==> src/rtl/core/odct_pkg.sv <==
// ----------------------------------------------------------------------------
// odct_pkg: shared types and constants for the orthonormal DCT engine
// Frame size, datapath widths, sequencer states and the basis ROM.
// ----------------------------------------------------------------------------
package odct_pkg;

   localparam int POINTS   = 8;
   localparam int IDX_W    = $clog2(POINTS);
   localparam int SAMPLE_W = 16;
   localparam int COEF_W   = 18;
   localparam int KIDX_W   = 3;
   localparam int PROD_W   = 32;
   localparam int ACC_W    = PROD_W + IDX_W + 1;
   localparam int FRAC_W   = 15;

   typedef enum logic [1:0] {
      ST_LOAD,
      ST_MAC,
      ST_FLUSH,
      ST_ROUND
   } state_type;

   typedef logic signed [SAMPLE_W-1:0] rom_word_type;

   // alpha(k) * cos((2n+1)*k*pi/16) in Q1.15, row k, column n
   localparam rom_word_type BASIS_ROM [0:POINTS*POINTS-1] = '{
       16'sd11585,  16'sd11585,  16'sd11585,  16'sd11585,
       16'sd11585,  16'sd11585,  16'sd11585,  16'sd11585,
       16'sd16069,  16'sd13623,  16'sd9102,   16'sd3196,
      -16'sd3196,  -16'sd9102,  -16'sd13623, -16'sd16069,
       16'sd15137,  16'sd6270,  -16'sd6270,  -16'sd15137,
      -16'sd15137, -16'sd6270,   16'sd6270,   16'sd15137,
       16'sd13623, -16'sd3196,  -16'sd16069, -16'sd9102,
       16'sd9102,   16'sd16069,  16'sd3196,  -16'sd13623,
       16'sd11585, -16'sd11585, -16'sd11585,  16'sd11585,
       16'sd11585, -16'sd11585, -16'sd11585,  16'sd11585,
       16'sd9102,  -16'sd16069,  16'sd3196,   16'sd13623,
      -16'sd13623, -16'sd3196,   16'sd16069, -16'sd9102,
       16'sd6270,  -16'sd15137,  16'sd15137, -16'sd6270,
      -16'sd6270,   16'sd15137, -16'sd15137,  16'sd6270,
       16'sd3196,  -16'sd9102,   16'sd13623, -16'sd16069,
       16'sd16069, -16'sd13623,  16'sd9102,  -16'sd3196
   };

endpackage

==> src/rtl/core/odct_ram.sv <==
// ----------------------------------------------------------------------------
// odct_ram: generic single-write, single-read RAM
// One write port, one read port, read data registered.
// ----------------------------------------------------------------------------
module odct_ram #(
   parameter int WIDTH = 16,
   parameter int DEPTH = 8
) (
   input  logic                     clock,
   input  logic                     wr_en,
   input  logic [$clog2(DEPTH)-1:0] wr_addr,
   input  logic [WIDTH-1:0]         wr_data,
   input  logic                     rd_en,
   input  logic [$clog2(DEPTH)-1:0] rd_addr,
   output logic [WIDTH-1:0]         rd_data
);

   logic [WIDTH-1:0] mem_ff [0:DEPTH-1];
   logic [WIDTH-1:0] rd_data_ff;

   always_ff @(posedge clock) begin
      if (wr_en) begin
         mem_ff[wr_addr] <= wr_data;
      end
      if (rd_en) begin
         rd_data_ff <= mem_ff[rd_addr];
      end
   end

   assign rd_data = rd_data_ff;

endmodule

==> src/rtl/core/orthonormal_dct_engine.sv <==
// ----------------------------------------------------------------------------
// orthonormal_dct_engine: 8-point orthonormal DCT-II, one shared MAC
// Loads a frame of samples, then emits the rounded, saturated coefficients.
// ----------------------------------------------------------------------------
//
//  channel  dir  handshake          payload
//  -------  ---  -----------------  ------------------------------------------
//  req      in   req_tvalid/tready  tdata[15:0] sample
//  rsp      out  rsp_tvalid/tready  tdata[17:0] coefficient, [20:18] index,
//                                   tlast = last coefficient of the frame
//
//  A sample request is taken each cycle while loading. After the eighth one
//  the single multiplier walks the sample RAM read port: for each coefficient
//  the sequencer passes through the MAC, flush and round states in order,
//  and after the last coefficient of the frame it returns to loading.
//  Reset is synchronous, active high; it clears the sequencer, counters and
//  output valid, not the sample store. A stalled rsp holds the sequencer in
//  the round state; the final coefficient may wait while the next frame loads.
//
module orthonormal_dct_engine (
   input  logic        clock,
   input  logic        reset,
   // req
   input  logic        req_tvalid,
   output logic        req_tready,
   input  logic [15:0] req_tdata,   // [15:0] sample
   // rsp
   output logic        rsp_tvalid,
   input  logic        rsp_tready,
   output logic [23:0] rsp_tdata,   // [17:0] coefficient, [20:18] coefficient_index
   output logic        rsp_tlast    // last_of_frame
);

   localparam int IW = odct_pkg::IDX_W;
   localparam int AW = odct_pkg::ACC_W;
   localparam int FW = odct_pkg::FRAC_W;
   localparam int RW = AW - FW;

   odct_pkg::state_type state_ff, state_in;

   logic [IW-1:0] load_count_ff, load_count_in;
   logic [IW-1:0] k_ff, k_in;
   logic [IW-1:0] n_ff, n_in;

   // MAC pipeline: read issue -> product -> accumulate
   logic          rd_vld_ff;
   logic [IW-1:0] rd_n_ff;
   logic          prod_vld_ff;
   logic signed [odct_pkg::PROD_W-1:0] prod_ff, prod_in;
   logic signed [AW-1:0]               acc_ff, acc_in;

   logic                               rsp_vld_ff, rsp_vld_in;
   logic signed [odct_pkg::COEF_W-1:0] coef_ff, coef_in;
   logic [odct_pkg::KIDX_W-1:0]        kidx_ff;
   logic                               last_ff;

   logic req_fire, rsp_free;
   logic issue, acc_clear, emit;
   logic [odct_pkg::SAMPLE_W-1:0] ram_q;
   odct_pkg::rom_word_type        rom_q;

   logic [AW-1:0] mag, mag_rnd;
   logic [RW-1:0] rnd;

   assign req_fire = req_tvalid && req_tready;
   assign rsp_free = !rsp_vld_ff || rsp_tready;

   // --- next state ---
   always_comb begin
      state_in = state_ff;
      unique case (state_ff)
         odct_pkg::ST_LOAD: begin
            if (req_fire && load_count_ff == IW'(odct_pkg::POINTS - 1)) begin
               state_in = odct_pkg::ST_MAC;
            end
         end
         odct_pkg::ST_MAC: begin
            if (n_ff == IW'(odct_pkg::POINTS - 1)) begin
               state_in = odct_pkg::ST_FLUSH;
            end
         end
         odct_pkg::ST_FLUSH: begin
            if (!rd_vld_ff && !prod_vld_ff) begin
               state_in = odct_pkg::ST_ROUND;
            end
         end
         odct_pkg::ST_ROUND: begin
            if (rsp_free) begin
               state_in = (k_ff == IW'(odct_pkg::POINTS - 1)) ? odct_pkg::ST_LOAD
                                                              : odct_pkg::ST_MAC;
            end
         end
         default: state_in = odct_pkg::ST_LOAD;
      endcase
   end

   // --- sequencer outputs ---
   always_comb begin
      req_tready = 1'b0;
      issue      = 1'b0;
      acc_clear  = 1'b0;
      emit       = 1'b0;
      unique case (state_ff)
         odct_pkg::ST_LOAD: begin
            req_tready = 1'b1;
            acc_clear  = 1'b1;
         end
         odct_pkg::ST_MAC: begin
            issue = 1'b1;
         end
         odct_pkg::ST_FLUSH: begin
         end
         odct_pkg::ST_ROUND: begin
            emit      = rsp_free;
            acc_clear = rsp_free;
         end
         default: begin
         end
      endcase
   end

   // --- counters ---
   always_comb begin
      load_count_in = load_count_ff;
      k_in          = k_ff;
      n_in          = n_ff;
      if (req_fire) begin
         load_count_in = (load_count_ff == IW'(odct_pkg::POINTS - 1)) ? '0
                                                                      : load_count_ff + 1'b1;
      end
      if (issue) begin
         n_in = n_ff + 1'b1;
      end
      if (emit) begin
         n_in = '0;
         k_in = (k_ff == IW'(odct_pkg::POINTS - 1)) ? '0 : k_ff + 1'b1;
      end
   end

   // sample store
   odct_ram #(
      .WIDTH (odct_pkg::SAMPLE_W),
      .DEPTH (odct_pkg::POINTS)
   ) u_store (
      .clock   (clock),
      .wr_en   (req_fire),
      .wr_addr (load_count_ff),
      .wr_data (req_tdata),
      .rd_en   (issue),
      .rd_addr (n_ff),
      .rd_data (ram_q)
   );

   // shared multiply-accumulate
   assign rom_q   = odct_pkg::BASIS_ROM[{k_ff, rd_n_ff}];
   assign prod_in = $signed(ram_q) * rom_q;

   always_comb begin
      acc_in = acc_ff;
      if (acc_clear) begin
         acc_in = '0;
      end else if (prod_vld_ff) begin
         acc_in = acc_ff + AW'(prod_ff);
      end
   end

   // round half away from zero, then clamp to 18 bits
   assign mag     = acc_ff[AW-1] ? AW'(-acc_ff) : AW'(acc_ff);
   assign mag_rnd = mag + AW'(1 << (FW - 1));
   assign rnd     = mag_rnd[AW-1:FW];

   always_comb begin
      if (acc_ff[AW-1]) begin
         coef_in = (rnd > RW'(131072)) ? -18'sd131072 : -($signed(rnd[17:0]));
      end else begin
         coef_in = (rnd > RW'(131071)) ? 18'sd131071 : $signed(rnd[17:0]);
      end
   end

   assign rsp_vld_in = emit || (rsp_vld_ff && !rsp_tready);

   // --- control registers ---
   always_ff @(posedge clock) begin
      if (reset) begin
         state_ff      <= odct_pkg::ST_LOAD;
         load_count_ff <= '0;
         k_ff          <= '0;
         n_ff          <= '0;
         rd_vld_ff     <= 1'b0;
         prod_vld_ff   <= 1'b0;
         rsp_vld_ff    <= 1'b0;
      end else begin
         state_ff      <= state_in;
         load_count_ff <= load_count_in;
         k_ff          <= k_in;
         n_ff          <= n_in;
         rd_vld_ff     <= issue;
         prod_vld_ff   <= rd_vld_ff;
         rsp_vld_ff    <= rsp_vld_in;
      end
   end

   // --- datapath registers ---
   always_ff @(posedge clock) begin
      rd_n_ff <= n_ff;
      prod_ff <= prod_in;
      acc_ff  <= acc_in;
      if (emit) begin
         coef_ff <= coef_in;
         kidx_ff <= odct_pkg::KIDX_W'(k_ff);
         last_ff <= (k_ff == IW'(odct_pkg::POINTS - 1));
      end
   end

   assign rsp_tvalid = rsp_vld_ff;
   assign rsp_tdata  = {3'b000, kidx_ff, coef_ff};
   assign rsp_tlast  = last_ff;

   // --- assertions ---
   a_pipe_in_mac: assert property (@(posedge clock) disable iff (reset)
      prod_vld_ff |-> (state_ff == odct_pkg::ST_MAC || state_ff == odct_pkg::ST_FLUSH))
      else $error("MAC pipeline active outside compute");

   a_load_count_idle: assert property (@(posedge clock) disable iff (reset)
      (state_ff != odct_pkg::ST_LOAD) |-> (load_count_ff == '0))
      else $error("load count nonzero during compute");

   a_last_index: assert property (@(posedge clock) disable iff (reset)
      (rsp_vld_ff && last_ff) |-> (kidx_ff == odct_pkg::KIDX_W'(odct_pkg::POINTS - 1)))
      else $error("frame end marked on wrong coefficient");

endmodule

==> config.mk <==
export PLATFORM = sky130hd
export DESIGN_NAME = orthonormal_dct_engine
export DESIGN_NICKNAME = d
export VERILOG_FILES = /design/src/rtl/core/odct_pkg.sv /design/src/rtl/core/odct_ram.sv /design/src/rtl/core/orthonormal_dct_engine.sv
export SDC_FILE = /design/constraint.sdc
export NUM_CORES = 1
export LEC_CHECK = 0
export ABC_CLOCK_PERIOD_IN_PS = 9500
export BUFFER_PORTS_ARGS = -buffer_cell sky130_fd_sc_hd__buf_2
export CAP_MARGIN = 20
export CORE_AREA = 4 4 280 200
export CTS_CLUSTER_SIZE = 30
export DETAILED_ROUTE_END_ITERATION = 8
export DIE_AREA = 0 0 284 204
export SETUP_SLACK_MARGIN = 0.2
export SLEW_MARGIN = 20
export SYNTH_ARGS = -nofsm -noshare
export SYNTH_HDL_FRONTEND = slang
export SYNTH_HIERARCHICAL = 1
export SYNTH_SLANG_ARGS = --single-unit
==> constraint.sdc <==
create_clock -name clock -period 9.5 [get_ports clock]
set_input_delay 0.475 -clock clock [delete_from_list [all_inputs] [get_ports clock]]
set_output_delay 0.475 -clock clock [all_outputs]
set_load 0.05 [all_outputs]
---- Word level (Yosys, flattened, before mapping) ----
Memory sizes are Yosys's and may differ from the RTL's. A register that Yosys moved wholly into a read port is not among the register bits.
Cells that the tools add are included.
Widths: inputs -> output; s select.
operators by class
  $add $sub $neg .......................... 7
  reductions and logical operators ........ 13
  multiplexer cells ....................... 20
  $lt $le $gt $ge ......................... 3
  bitwise gates (word level) .............. 1
  eq/ne operators ......................... 10
  $mul .................................... 1
operator list
  cell                    count
  $mux 18                 3
  $add 36x15->36 const B  1
  $add 36x32->36          1
  $mux 36                 1
  $neg 36->36             1
  $mul 16x16->32          1
  $mux 16                 2
  $gt 21x17->1 const B    1
  $gt 21x18->1 const B    1
  $neg 18->18             1
  $add 3x1->3 const B     3
  $eq 3x3->1 const B      3
  $mux 2                  4
  $ne 2x2->1 const B      4
  $pmux 2 s4              1
  $ge 7x7->1 const B      1
  $not 6->7               1
  $mux 1                  6
  $mux 3                  2
  $eq 2x2->1 const B      2
  $logic_and 1x1->1       4
  $logic_not 1->1         4
  $reduce_and 4->1        1
  $eq 2x1->1 const B      1
  other kinds (4)         5
word-level totals
  output and inout bits ................... 27
  RAM bits ................................ 128
  bits in read-only memories .............. 1024
  flip-flop bits (word level) ............. 107
  logic and storage cells ................. 70
  memories kept ........................... 2
  input bits .............................. 20
memories
  name              words  bits a word  read ports  clocked after Yosys merged registers in  write ports  RTL line                       text
  (name not given)  64     16           1           0                                        0            orthonormal_dct_engine.sv:155  assign rom_q = odct_pkg::BASIS_ROM[{k_ff, rd_n_ff}];
  u_store.mem_ff    8      16           1           1                                        1            odct_ram.sv:18                 logic [WIDTH-1:0] mem_ff [0:DEPTH-1];

---- Depth between registers and ports, before layout ----
  word-level depth ........................ 6
  depth in mapped cells ................... 36
  mapped depth without buffers ............ 35

---- Cells and area by module ----
Netlist, hierarchy kept.
modules (own cells, without submodules)
  module                  area an instance (um^2)  instances  seq. area each (um^2)  cells each
  orthonormal_dct_engine  18337.6                  1          2362.3                 2119
  odct_ram                5454.0                   1          4324.1                 214

---- Worst setup path before layout ----
Ideal clock, no wire load.
  kind .................................... register -> register
  start point ............................. register rd_n_ff[1]
  end point ............................... register prod_ff[30] in the netlist's numbering
  library setup time ...................... 72 ps
  cell stages (with the launch flop) ...... 31
  data required time ...................... 9428 ps
  clock period less this slack ............ 8273 ps
  buffers on the path ..................... 2
  arrival time ............................ 8201 ps
  path slack .............................. 1227 ps
  cells stage by stage .................... dfxtp_1 > clkbuf_1 > inv_1 > ha_1 > or3_1 > a21oi_1 > o21ai_0 > a21oi_1 > clkbuf_1 > nor2b_1 > fa_1 > inv_1 > fa_1 > fa_1 > inv_1 > fa_1 > fa_1 > inv_1 > fa_1 > inv_1 > ha_1 > a21o_1 > a21oi_1 > o21ai_0 > a41o_1 > o41a_1 > a41o_1 > o41ai_1 > o2111ai_1 > a21oi_1 > xnor2_1
on the way
  cells in the longest elaborated chain, start to end .. 5
ends and longest elaborated chain
  item                                        RTL line                       text
  start, declared                             orthonormal_dct_engine.sv:47   logic [IW-1:0] rd_n_ff;
  start signal, assigned                      orthonormal_dct_engine.sv:205  rd_n_ff <= n_ff;
  $not 6->7 (not written as such)             orthonormal_dct_engine.sv:155
  $mem_v2 64x16                               n/a
  $mux 16 (not written as such) (2 in a row)  orthonormal_dct_engine.sv:155
  $mul 16x16->32                              orthonormal_dct_engine.sv:156  assign prod_in = $signed(ram_q) * rom_q;
  via prod_in (one bit)                       orthonormal_dct_engine.sv:49   logic signed [odct_pkg::PROD_W-1:0] prod_ff, prod_in;
  end signal, assigned                        orthonormal_dct_engine.sv:206  prod_ff <= prod_in;
  end, declared                               orthonormal_dct_engine.sv:49
The timed path passes the listed nets, and every way through them passes these cells. The select of a mux whose other input is x is not followed.
A chain may end at the register's enable or synchronous reset.

---- Final worst setup path ----
  start point ............................. register rd_n_ff[0]
  end point ............................... register prod_ff[31] in the netlist's numbering
Same word-level chain as after synthesis.

==> out/qor.csv <==
stage,metric,value,unit
run_status,status,finished clean,
pwr,combPwrFrac,13.0,%
clocking,cts_tree,done,
global_route,grt_pass1_wl,87020,um
worst_setup_path,crit_required,9940,ps
pwr,p_total,2588,uW
worst_setup_path,endpoint_kind,flip-flop,
timing,relSlewSlack,23.84,%
timing,grt_setup_unrepaired,no,
global_route,grt_use_total,18.14,%
route,drtAntennaViolNets,0,
worst_setup_path,start_kind,flip-flop,
pwr,p_per_area,101.1,nW/um2
synth,synthFlopType,edfxtp_1,
worst_setup_path,cp-startpoint,rd_n_ff[0],
pwr,pwr-share-seq,47.3,%
global_route,use_met1,27.40,%
synth,syn_area_per_cell,10.20,um2
route,drt_wl_total,51300,um
floorplanning,fp.dieW,284,um
synth,synth_cell_types,99,
pwr,switching_share,25.52,%
route,drt_first_pass_iters,5,
global_route,top_usage_layer,met2,
floorplanning,core,53210,um2
finish,diodes,0,
timing,worst_pin_slew,1114,ps
timing,finalSetupViolCount,0,
clocking,cts.sinks,251,
pwr,p_switching,660.5,uW
timing,drv_slew,0,
synth,seq_area_frac_synth,28.10,%
synth,async_flop_share,0,%
clocking,clk_pin_slew,60,ps
clocking,cts-root-buf,clkbuf_16,
global_route,grtUsageMet3,2.129,%
worst_setup_path,crit_type,flip-flop to flip-flop,
finish,layout-drive-gt1-share,8.443,%
global_route,antenna_found_initial,0,
route,wl_per_cell,16.82,um
clocking,clockBufferDepth,3,
floorplanning,die_h,204,um
timing,hold_viol_final,0,
route,vias,16554,
global_route,grtUsageMet2,28.78,%
place,post-dp-hpwl,39180,um
clocking,cts_buffers,27,
clocking,clk-insertion-delay-late,570,ps
floorplanning,io-pin-count,47,
pwr,ir_drop,145.5,uV
place,gp_congestion,0.8514,
synth,ys_ff_latch,251,
synth,syn_area,23790,um2
finish,nFillCells,4849,
synth,synth_cells,2333,
global_route,overflow,0,
worst_setup_path,crit_top_cell,fa_1,
timing,clock.fmax,115.9,MHz
global_route,grt_pass1_vias,16737,
pwr,p_leak,0.01092,uW
timing,finalSetupTns,0,ps
floorplanning,num_rows,71,
worst_hold_path,worstHoldStart,req_tdata[8],
synth,synth_area_leaders,"fa_1, edfxtp_1, dfxtp_1",
worst_setup_path,cp.arrival,9070,ps
global_route,grt_max_degree,47,
timing,period_share,90.80,%
job,max_cap_violations,0,
synth,synth_warnings,6,
timing,holdWs,161.8,ps
worst_setup_path,crit_fanout,16,
synth,ys_top_cells_by_count,"inv_1, fa_1, nand2_1",
synth,synth_edf_count,166,
finish,area_delta_synth_final,7.531,%
worst_setup_path,critPathMaxStageDelay,550,ps
finish,final_util,48.08,%
synth,synth_area_leader_cell,fa_1,
place,io_buffers,43,
synth,post-synth-top-count-cell,inv_1,
finish,final_nets,2758,
clocking,htreeDepth,1,
timing,fin_skew,17.13,ps
route,drc_errors,0,
pwr,internal-power,1927,uW
route,drtIter0Drc,1060,
route,viasPerCell,5.428,
worst_setup_path,timing.rr.start,rd_n_ff[0],
synth,yosysTopAreaCellShare,22.21,%
timing,final.min_clock_period,8626,ps
floorplanning,initial_core_util,44.71,%
pwr,p_clk_share,39.7,%
worst_setup_path,cp_slowest_cell,fa_1,
floorplanning,die_area,57940,um2
worst_hold_path,min_path_type,input port to flip-flop,
## layout make-up
cell class / count / area, um2 / area share [%]
clock buffer: 32 / 724.4 / 2.832
tap: 693 / 867.1 / 3.389
clock inverter: 16 / 132.6 / 0.5184
timing repair buffer: 77 / 483.0 / 1.888
sequential: 251 / 6691 / 26.16
multi-input combinational: 1635 / 15390 / 60.14
inverter: 346 / 1299 / 5.077
## kinds of logic (layout without fill, tap and decap cells)
kind of cell,after synthesis,count (layout),synth area share [%]
xor+xnor,95,95,3.497
buf+inv,449,471,7.415
mux,91,91,6.053
flops,251,251,28.10
fa+ha+maj,400,400,29.37
simple gates,716,716,15.52
other cells,1,3,0.01576
compound gates,330,330,10.02
## state kept, by name, indices dropped and copies added, names as in the netlist
signal / count
u_store/rd_data: 16
load_count_ff: 3
state_ff: 2
kidx_ff: 3
prod_vld_ff: 1
coef_ff: 18
u_store/mem_ff: 128
n_ff: 3
k_ff: 3
acc_ff: 36
rd_n_ff: 3
rd_vld_ff: 1
rsp_tlast: 1
rsp_tvalid: 1
prod_ff: 32
## stage by stage
stage,cells,setup slack [ps],instance area [um2]
after CTS,3049,758.1,25550
after global routing,3050,350.3,25580
after global placement,3001,941.5,24690
after detailed placement,3001,788.4,24690
final,3050,874.0,25580
after floorplan,2335,1227,23800
## final timing paths
path | end | slack (ps) | cells after the start
worst max-delay path | prod_ff[31] | 870 | 30
worst max register to register | prod_ff[31] | 870 | 30
worst min register to register | prod_vld_ff | 460 | 1
worst min-delay path | u_store/mem_ff[0][8] | 160 | 1
## worst max-delay path, delay by kind of cell (launching register included)
kind	cells	cell delay, ps
AO/OA/AOI/OAI	8	1950
adder cells (fa/ha/maj)	8	3700
buffers and inverters	5	710
flip-flops	1	310
multiplexers	1	430
AND/OR/NAND/NOR	8	1390
## cells in the final DEF (no fill, tap or decap), drive strengths merged, types with 14 or more instances in the layout
cell	Yosys	layout
a211oi	18	18
a21o	25	25
a21oi	79	79
and2	141	141
buf	28	77
clkbuf	75	32
dfxtp	85	85
edfxtp	166	166
fa	264	264
ha	136	136
inv	345	349
mux2	19	19
mux2i	40	40
mux4	32	32
nand2	201	201
nand2b	28	28
nand3	34	34
nand4	14	14
nor2	150	150
nor2b	33	33
nor3	48	48
o21a	15	15
o21ai	61	61
xnor2	71	71
xor2	24	24
## power by group through the flow
stage,Sequential [uW],Combinational (uW),Clock [uW]
finish,1220,337,1030
global placement,1250,327,0
floorplan,1240,271,0
CTS,1220,338,1060
detailed placement,1250,336,0
global route,1230,388,1110
## metal layers
metal / routed length (um) / share of wire, % / vias up
met1: 24980 / 49 / 8280
met3: 2618 / 5.1 / 45
met4: 678 / 1.3 / 0
met2: 23020 / 45 / 379
met5: 0 / 0 / -
li1: - / - / 7850
## what timing repair did
action | in CTS | in global routing
setup endpoints to repair | 0 | 2
hold buffers | 0 | 0
gates resized for setup | 0 | 2
setup buffers | 0 | 0
Note: power is estimated with default switching activity, not from simulation.
